===== src/rtl/i8080bls_pkg.sv =====
// Package: opcode constants, decode entry type and the 8080 length/cycle decode table.
`timescale 1ns / 1ps
package i8080bls_pkg;

    localparam logic [7:0] OP_JMP = 8'hc3;
    localparam logic [7:0] OP_RET = 8'hc9;

    // Lengths as the table gives them; LEN_NONE marks an unlisted opcode.
    localparam logic [1:0] LEN_NONE  = 2'd0;
    localparam logic [1:0] LEN_ONE   = 2'd1;
    localparam logic [1:0] LEN_TWO   = 2'd2;
    localparam logic [1:0] LEN_THREE = 2'd3;

    typedef struct packed {
        logic [1:0] len;
        logic [4:0] cycles;
    } t_decode;

    function automatic t_decode decode_opcode(input logic [7:0] op);
        t_decode d;
        d = '{len: LEN_NONE, cycles: 5'd0};
        unique case (op[7:6])
            2'b01: begin
                // MOV block: memory forms take 7, HLT slot is unlisted
                if (op == 8'h76) begin
                    d = '{len: LEN_NONE, cycles: 5'd0};
                end else if (op[2:0] == 3'd6 || op[5:3] == 3'd6) begin
                    d = '{len: LEN_ONE, cycles: 5'd7};
                end else begin
                    d = '{len: LEN_ONE, cycles: 5'd5};
                end
            end
            2'b10: begin
                // ALU block: only CMP M takes 7
                if (op[2:0] == 3'd6 && op[5:3] == 3'd7) begin
                    d = '{len: LEN_ONE, cycles: 5'd7};
                end else begin
                    d = '{len: LEN_ONE, cycles: 5'd4};
                end
            end
            2'b00: begin
                unique case (op) inside
                    8'h00, 8'h08, 8'h10, 8'h0f, 8'h1f, 8'h20, 8'h27, 8'h2f, 8'h37, 8'h3f:
                        d = '{len: LEN_ONE, cycles: 5'd4};
                    8'h01, 8'h11, 8'h21, 8'h31:
                        d = '{len: LEN_THREE, cycles: 5'd10};
                    8'h02, 8'h0a, 8'h12, 8'h1a:
                        d = '{len: LEN_ONE, cycles: 5'd7};
                    8'h03, 8'h04, 8'h05, 8'h0b, 8'h0c, 8'h0d, 8'h13, 8'h14, 8'h15,
                    8'h1b, 8'h1c, 8'h1d, 8'h23, 8'h24, 8'h25, 8'h2b, 8'h2c, 8'h2d,
                    8'h3c, 8'h3d:
                        d = '{len: LEN_ONE, cycles: 5'd5};
                    8'h06, 8'h0e, 8'h16, 8'h1e, 8'h26, 8'h2e, 8'h3e:
                        d = '{len: LEN_TWO, cycles: 5'd7};
                    8'h09, 8'h19, 8'h29, 8'h34, 8'h35:
                        d = '{len: LEN_ONE, cycles: 5'd10};
                    8'h22, 8'h2a:
                        d = '{len: LEN_THREE, cycles: 5'd16};
                    8'h32, 8'h3a:
                        d = '{len: LEN_THREE, cycles: 5'd13};
                    8'h36:
                        d = '{len: LEN_TWO, cycles: 5'd10};
                    default:
                        d = '{len: LEN_NONE, cycles: 5'd0};
                endcase
            end
            default: begin
                unique case (op) inside
                    8'hc0, 8'hc8, 8'hd0, 8'hd8, 8'he0, 8'he8, 8'hf0, 8'hf8:
                        d = '{len: LEN_ONE, cycles: 5'd5};
                    8'hc1, 8'hc9, 8'hd1, 8'he1, 8'hf1:
                        d = '{len: LEN_ONE, cycles: 5'd10};
                    8'hc2, 8'hc3, 8'hca, 8'hd2, 8'hda, 8'he2, 8'hea, 8'hf2, 8'hfa:
                        d = '{len: LEN_THREE, cycles: 5'd10};
                    8'hc4, 8'hcc, 8'hd4, 8'hdc, 8'he4, 8'hec, 8'hf4, 8'hfc:
                        d = '{len: LEN_THREE, cycles: 5'd11};
                    8'hc5, 8'hd5, 8'hd7, 8'he5, 8'hf5:
                        d = '{len: LEN_ONE, cycles: 5'd11};
                    8'hcd:
                        d = '{len: LEN_THREE, cycles: 5'd17};
                    8'hc6, 8'hce, 8'hd6, 8'hde, 8'he6, 8'hee, 8'hf6, 8'hfe:
                        d = '{len: LEN_TWO, cycles: 5'd7};
                    8'hd3, 8'hdb:
                        d = '{len: LEN_TWO, cycles: 5'd10};
                    8'he3:
                        d = '{len: LEN_ONE, cycles: 5'd18};
                    8'heb, 8'hf3, 8'hfb:
                        d = '{len: LEN_ONE, cycles: 5'd4};
                    default:
                        d = '{len: LEN_NONE, cycles: 5'd0};
                endcase
            end
        endcase
        return d;
    endfunction

endpackage


===== src/rtl/i8080_block_length_cycle_scanner.sv =====
// Top level: 8080 basic-block scanner giving length, cycles and running total per instruction.
// Result path: the code byte that completes an instruction passes the input register, then
//   the result register, before its result shows on o_out_valid.
// Throughput: one code byte per cycle; the table decode and the 8-bit total adder sit in
//   the single stage between the two registers. A stalled result backs up into o_in_stall.
// Reset: synchronous, active low; clears valid flags and scan state, idle until block_begin.
`timescale 1ns / 1ps
module i8080_block_length_cycle_scanner (
    input  logic        i_clk,
    input  logic        i_rst_n,
    // input channel: one code byte per transaction
    input  logic        i_in_valid,
    output logic        o_in_stall,
    input  logic [7:0]  i_code_byte,
    input  logic        i_block_begin,
    input  logic [15:0] i_begin_address,
    // output channel: one decoded instruction per transaction
    output logic        o_out_valid,
    input  logic        i_out_stall,
    output logic [15:0] o_instr_address,
    output logic [7:0]  o_opcode_value,
    output logic [7:0]  o_operand_first,
    output logic [7:0]  o_operand_second,
    output logic [1:0]  o_instr_length,
    output logic [4:0]  o_instr_cycles,
    output logic [7:0]  o_cycle_total,
    output logic        o_block_end,
    output logic        o_bad_opcode
);
    import i8080bls_pkg::*;

    // ---------------------------------------------------------------
    // Input register
    // ---------------------------------------------------------------
    logic        r_in_valid;
    logic [7:0]  r_in_byte;
    logic        r_in_begin;
    logic [15:0] r_in_address;

    // ---------------------------------------------------------------
    // Scan state
    // ---------------------------------------------------------------
    logic [15:0] r_next_address, n_next_address;
    logic [1:0]  r_bytes_pending, n_bytes_pending;
    logic [7:0]  r_held_opcode, n_held_opcode;
    logic [15:0] r_held_address, n_held_address;
    logic [7:0]  r_held_operand, n_held_operand;
    logic [4:0]  r_held_cycles, n_held_cycles;  // table cycles of the held opcode
    logic        r_held_long, n_held_long;      // held opcode is a 3-byte form
    logic [7:0]  r_running_cycles, n_running_cycles;
    logic        r_scanning, n_scanning;

    // ---------------------------------------------------------------
    // Result register
    // ---------------------------------------------------------------
    logic        r_out_valid;
    logic [15:0] r_out_address;
    logic [7:0]  r_out_opcode;
    logic [7:0]  r_out_operand_first;
    logic [7:0]  r_out_operand_second;
    logic [1:0]  r_out_length;
    logic [4:0]  r_out_cycles;
    logic [7:0]  r_out_total;
    logic        r_out_end;
    logic        r_out_bad;

    // stage control
    logic        out_free;
    logic        advance;

    // decode of the byte sitting in the input register
    t_decode     dec;
    logic        active;
    logic [15:0] base_address;
    logic [1:0]  pending;
    logic [7:0]  run_base;

    // result being formed this cycle
    logic        emit;
    logic [15:0] e_address;
    logic [7:0]  e_opcode;
    logic [7:0]  e_operand_first;
    logic [7:0]  e_operand_second;
    logic [1:0]  e_length;
    logic [4:0]  e_cycles;
    logic        e_bad;
    logic        e_end;
    logic [7:0]  e_total;

    // The result register frees up when empty or when its transaction completes.
    assign out_free   = !r_out_valid || !i_out_stall;
    // Move the held byte through the decode stage only if its result has a place to go.
    assign advance    = r_in_valid && out_free;
    // Take a new byte whenever the input register is empty or drains this cycle.
    assign o_in_stall = r_in_valid && !advance;

    always_ff @(posedge i_clk) begin
        if (!i_rst_n) begin
            r_in_valid <= 1'b0;
        end else if (!o_in_stall) begin
            r_in_valid <= i_in_valid;
        end
    end

    // Payload of the input register needs no reset.
    always_ff @(posedge i_clk) begin
        if (!o_in_stall && i_in_valid) begin
            r_in_byte    <= i_code_byte;
            r_in_begin   <= i_block_begin;
            r_in_address <= i_begin_address;
        end
    end

    // ---------------------------------------------------------------
    // Decode stage
    // ---------------------------------------------------------------
    assign dec = decode_opcode(r_in_byte);

    always_comb begin
        // block_begin restarts the scan: drop any partial instruction, clear the total
        active       = r_in_begin || r_scanning;
        base_address = r_in_begin ? r_in_address : r_next_address;
        pending      = r_in_begin ? 2'd0 : r_bytes_pending;
        run_base     = r_in_begin ? 8'd0 : r_running_cycles;

        n_next_address   = r_next_address;
        n_bytes_pending  = r_bytes_pending;
        n_held_opcode    = r_held_opcode;
        n_held_address   = r_held_address;
        n_held_operand   = r_held_operand;
        n_held_cycles    = r_held_cycles;
        n_held_long      = r_held_long;
        n_running_cycles = r_running_cycles;
        n_scanning       = r_scanning;

        emit             = 1'b0;
        e_address        = base_address;
        e_opcode         = r_in_byte;
        e_operand_first  = 8'd0;
        e_operand_second = 8'd0;
        e_length         = LEN_ONE;
        e_cycles         = 5'd0;
        e_bad            = 1'b0;

        if (advance && r_in_begin) begin
            n_scanning       = 1'b1;
            n_bytes_pending  = 2'd0;
            n_running_cycles = 8'd0;
            n_next_address   = r_in_address;
        end

        if (advance && active) begin
            n_next_address = base_address + 16'd1;
            if (pending == 2'd0) begin
                if (dec.len == LEN_NONE) begin
                    emit  = 1'b1;
                    e_bad = 1'b1;
                end else if (dec.len == LEN_ONE) begin
                    emit     = 1'b1;
                    e_cycles = dec.cycles;
                end else begin
                    // hold the opcode and wait for its operand bytes
                    n_held_opcode   = r_in_byte;
                    n_held_address  = base_address;
                    n_held_operand  = 8'd0;
                    n_held_cycles   = dec.cycles;
                    n_held_long     = (dec.len == LEN_THREE);
                    n_bytes_pending = dec.len - 2'd1;
                end
            end else if (pending == 2'd2) begin
                n_held_operand  = r_in_byte;
                n_bytes_pending = 2'd1;
            end else begin
                // last operand byte: complete the held instruction
                emit      = 1'b1;
                e_address = r_held_address;
                e_opcode  = r_held_opcode;
                e_cycles  = r_held_cycles;
                if (r_held_long) begin
                    e_operand_first  = r_held_operand;
                    e_operand_second = r_in_byte;
                    e_length         = LEN_THREE;
                end else begin
                    e_operand_first = r_in_byte;
                    e_length        = LEN_TWO;
                end
            end
        end

        e_end   = e_bad || e_opcode == OP_JMP || e_opcode == OP_RET;
        e_total = run_base + {3'd0, e_cycles};

        if (emit) begin
            n_running_cycles = e_total;
            n_bytes_pending  = 2'd0;
            if (e_end) begin
                n_scanning = 1'b0;
            end
        end
    end

    always_ff @(posedge i_clk) begin
        if (!i_rst_n) begin
            r_next_address   <= 16'd0;
            r_bytes_pending  <= 2'd0;
            r_held_opcode    <= 8'd0;
            r_held_address   <= 16'd0;
            r_held_operand   <= 8'd0;
            r_held_cycles    <= 5'd0;
            r_held_long      <= 1'b0;
            r_running_cycles <= 8'd0;
            r_scanning       <= 1'b0;
        end else begin
            r_next_address   <= n_next_address;
            r_bytes_pending  <= n_bytes_pending;
            r_held_opcode    <= n_held_opcode;
            r_held_address   <= n_held_address;
            r_held_operand   <= n_held_operand;
            r_held_cycles    <= n_held_cycles;
            r_held_long      <= n_held_long;
            r_running_cycles <= n_running_cycles;
            r_scanning       <= n_scanning;
        end
    end

    // ---------------------------------------------------------------
    // Result register: load on emit, drop once the transaction completes
    // ---------------------------------------------------------------
    always_ff @(posedge i_clk) begin
        if (!i_rst_n) begin
            r_out_valid <= 1'b0;
        end else if (emit) begin
            r_out_valid <= 1'b1;
        end else if (!i_out_stall) begin
            r_out_valid <= 1'b0;
        end
    end

    always_ff @(posedge i_clk) begin
        if (emit) begin
            r_out_address        <= e_address;
            r_out_opcode         <= e_opcode;
            r_out_operand_first  <= e_operand_first;
            r_out_operand_second <= e_operand_second;
            r_out_length         <= e_length;
            r_out_cycles         <= e_cycles;
            r_out_total          <= e_total;
            r_out_end            <= e_end;
            r_out_bad            <= e_bad;
        end
    end

    assign o_out_valid      = r_out_valid;
    assign o_instr_address  = r_out_address;
    assign o_opcode_value   = r_out_opcode;
    assign o_operand_first  = r_out_operand_first;
    assign o_operand_second = r_out_operand_second;
    assign o_instr_length   = r_out_length;
    assign o_instr_cycles   = r_out_cycles;
    assign o_cycle_total    = r_out_total;
    assign o_block_end      = r_out_end;
    assign o_bad_opcode     = r_out_bad;

endmodule


===== config.mk =====
export PLATFORM = sky130hd
export DESIGN_NAME = i8080_block_length_cycle_scanner
export DESIGN_NICKNAME = d
export VERILOG_FILES = /design/src/rtl/i8080bls_pkg.sv /design/src/rtl/i8080_block_length_cycle_scanner.sv
export SDC_FILE = /design/constraint.sdc
export NUM_CORES = 1
export LEC_CHECK = 0
export ABC_CLOCK_PERIOD_IN_PS = 5800
export BUFFER_PORTS_ARGS = -buffer_cell sky130_fd_sc_hd__buf_4
export CAP_MARGIN = 15
export CELL_PAD_IN_SITES_DETAIL_PLACEMENT = 1
export CELL_PAD_IN_SITES_GLOBAL_PLACEMENT = 1
export CORE_ASPECT_RATIO = 0.75
export CORE_UTILIZATION = 47
export CTS_BUF_LIST = sky130_fd_sc_hd__clkbuf_4
export DETAILED_ROUTE_END_ITERATION = 10
export HOLD_SLACK_MARGIN = 0.02
export PLACE_DENSITY_LB_ADDON = 0.15
export RECOVER_POWER = 100
export SLEW_MARGIN = 20
export SYNTH_ARGS = -nofsm -noshare
export SYNTH_HDL_FRONTEND = slang
export SYNTH_SLANG_ARGS = --single-unit

===== constraint.sdc =====
create_clock -name i_clk -period 5.8 [get_ports i_clk]
set_clock_uncertainty 0.1 [all_clocks]
set_input_delay 1.74 -clock i_clk [delete_from_list [all_inputs] [get_ports i_clk]]
set_output_delay 1.74 -clock i_clk [all_outputs]
set_load 0.1 [all_outputs]

==> metrics <==
Ys Warns=0; met1 Resource Use GR=38.6%; final WL=20.5 mm; Arr. time, crit path=5120 ps; power density over the cells=268 nW/um2; Final Hold Viols=0; Worst-path clk slew=130 ps; static leakage=0.00276 uW; Initial Util=49.2%; Max Fclk=199 MHz; Startpoint Class=input port; GRT Total Usage=26.7%; net count after synthesis=759; postcts setup bufs=0; sequential power share=55.7%; busiest metal layer after global routing=met2; WS Path Type=in -> reg; Sw Share=28.9%; Die X=145 um; Avg Cell Area, Syn=10.0 um2; number of flops mapped to enable cells by yosys=82; vias per cell=6.05; Antenna diodes=0; share of cells above drive strength 1=9.27%; combinational power share=11.8%; global placer's final weighted congestion=0.966; CTS tree=done; DRT antenna net count=0; first-pass GRT wire length=32.5 mm; total gr overflow=0; CP max FO=35; initial drt markers=469; Skew-Pair Late Insertion Delay=580 ps; Synth-to-Final Area Change=9.73%; die area=15,900 um2; GR Util met3=5.81%; CTS Sinks=149; MaxCap Viol Count=3; status=complete, but fails checks; RSZ-0062 raised after global routing=false; met2 usage=40.4%; Psw=614 uW; Worst slew margin=-57.6%; iteration count of the initial detailed-routing pass=5; clock network power share=32.5%; average wire per standard cell=20.6 um; initial antenna violation count=0; Clock Path Buffers=2; Final Setup Violations=0; setup tns final=0 ps; Port Buffers=87; H-Tree Depth=4; TritonCTS Buffers=17; core region area=14,700 um2; Worst EP required=5910 ps; post-synthesis cell count=723; Tcrit/Tclk final=86.4%; failing checks=capacitance limit, slew limit; routed via count=6,034; Die H=110 um; Period minus WS final=5010 ps; Synth Flop Type=edfxtp_1; I/O pin cnt=88; number of distinct library cells after synthesis=68; # hold bufs at CTS=0; Synth Register Bits=149; row cnt=38; Critical Path End Type=flop; vias in the first global route=5,876; IR drop worst, VDD=0.202 mV; pin count of the biggest net entering global routing=55; R2R depth=15; DRC Markers=0; Hold Crit Class=reg -> reg; fillcell total=1,698; utilization after layout=54.0%; hold path cells=2; synthesized area=7250 um2; DP Wirelength=14.2 mm; Net count, final=821; post-synthesis sequential area ratio=52.5%; Internal Power=1510 uW; Slew Viols, Final=102; worst-margin pin slew=2360 ps; Root Driver=clkbuf_4; CTS-repair resized insts=0; post-synthesis async set-or-reset flop share=0%
cell families (layout without fill, tap and decap cells):
family / count (synthesis) / count (layout) / share of synthesized area (%)
buffers and inverters: 69 / 144 / 4.40
AO/OA/AOI/OAI: 204 / 204 / 19.1
multiplexers: 31 / 31 / 4.30
AND/OR/NAND/NOR: 251 / 251 / 16.9
flip-flops: 149 / 149 / 52.5
adder cells (fa/ha/maj): 7 / 7 / 1.31
XOR/XNOR: 12 / 12 / 1.45
power groups by stage:
stage	Combinational (uW)	Sequential [uW]	Clock, uW
after floorplan	130	1260	0
after global placement	256	1210	0
after detailed placement	263	1210	0
final	251	1190	691
after global routing	267	1190	751
after CTS	265	1180	705
layer usage:
metal	part of all wire, %	up-vias
met5	0	-
met4	0.96	0
met3	6.4	18
met2	44	197
met1	49	3005
li1	-	2814
worst max-delay path, stage by stage:
cell and delay [ps]:
clkbuf_1 110, a21boi_0 300, clkbuf_1 340, o21ai_0 200, nor2_1 170, and3_1 420, nor2_1 180, inv_1 790
clkbuf_2 840
path summary, 6_finish.rpt:
check | startpoint | end | slack, ps
worst min register to register | r_next_address[12]$_SDFFE_PN0P_ | r_next_address[12]$_SDFFE_PN0P_ | 370
worst min-delay path | r_next_address[12]$_SDFFE_PN0P_ | r_next_address[12]$_SDFFE_PN0P_ | 370
worst max-delay path | i_out_stall | o_instr_cycles[0]$_DFFE_PP_ | 790
worst max register to register | r_in_byte[1]$_DFFE_PP_ | r_running_cycles[6]$_SDFFE_PN0P_ | 930
through the flow:
stage	setup WS, ps	area (um2)	hold WS, ps	std cells	total power (uW)
final	787	7960	370	998	2130
after global routing	521	7960	397	998	2210
after CTS	1000	8290	374	998	2150
after floorplan	876	7250	331	723	1390
after detailed placement	395	7990	356	966	1470
after global placement	677	7990	338	966	1460
sequential cells by signal, summed over array words and instances (netlist names), 2 cells and up:
register	count
o_opcode_value	8
r_bytes_pending	2
o_instr_cycles	5
r_in_address	16
r_held_address	16
r_held_operand	8
r_held_cycles	5
o_operand_first	8
o_operand_second	8
o_instr_length	2
r_held_opcode	8
o_cycle_total	8
r_next_address	16
r_in_byte	8
r_running_cycles	8
o_instr_address	16
cells in the mapped netlist, types with 6 or more instances:
library cell  number  area [um2]
nor3_1            12        60.1
clkbuf_1          29         109
a31oi_1           12        75.1
o31ai_1            8        60.1
a21oi_1           48         240
nand3b_1           7        52.6
o211ai_1           6        45.0
ha_1               6        75.1
nand2b_1          13        81.3
nand3_1           22         110
nor2_1            78         293
a22oi_1            9        67.6
dfxtp_1           67        1340
and3_1            11        68.8
nor2b_1           14        87.6
buf_2             12        60.1
mux2i_1           30         300
o21a_1             6        45.0
nand2_1           59         221
inv_1             13        48.8
o22ai_1            8        50.1
o21ai_0           43         215
nand4_1           12        75.1
a211oi_1          23         173
xnor2_1            9        78.8
edfxtp_1          82        2460
layout by cell type, fill, tap and decap left out, types with 9 or more instances in the layout:
| cell | count |
|---|---|
| a31oi_1 | 12 |
| edfxtp_1 | 82 |
| and3_1 | 11 |
| o21ai_0 | 44 |
| nand3_1 | 22 |
| nand2b_1 | 13 |
| xnor2_1 | 9 |
| nand2_1 | 59 |
| a21oi_1 | 49 |
| nor2b_1 | 14 |
| a211oi_1 | 23 |
| inv_1 | 14 |
| clkbuf_4 | 44 |
| clkbuf_1 | 65 |
| dfxtp_1 | 67 |
| a22oi_1 | 9 |
| mux2i_1 | 30 |
| nor2_1 | 79 |
| nor3_1 | 12 |
| nand4_1 | 12 |
cell type report:
cell class / count / area, um2 / area share (%)
flip-flops and latches: 149 / 3800 / 47.8
clock buffers: 19 / 143 / 1.79
well taps: 200 / 250 / 3.15
clock inverters: 13 / 158 / 1.98
multi-input cells: 505 / 3070 / 38.5
inverters: 15 / 56.3 / 0.708
repair buffers: 97 / 479 / 6.02
Power figures use the tool's default switching activity.
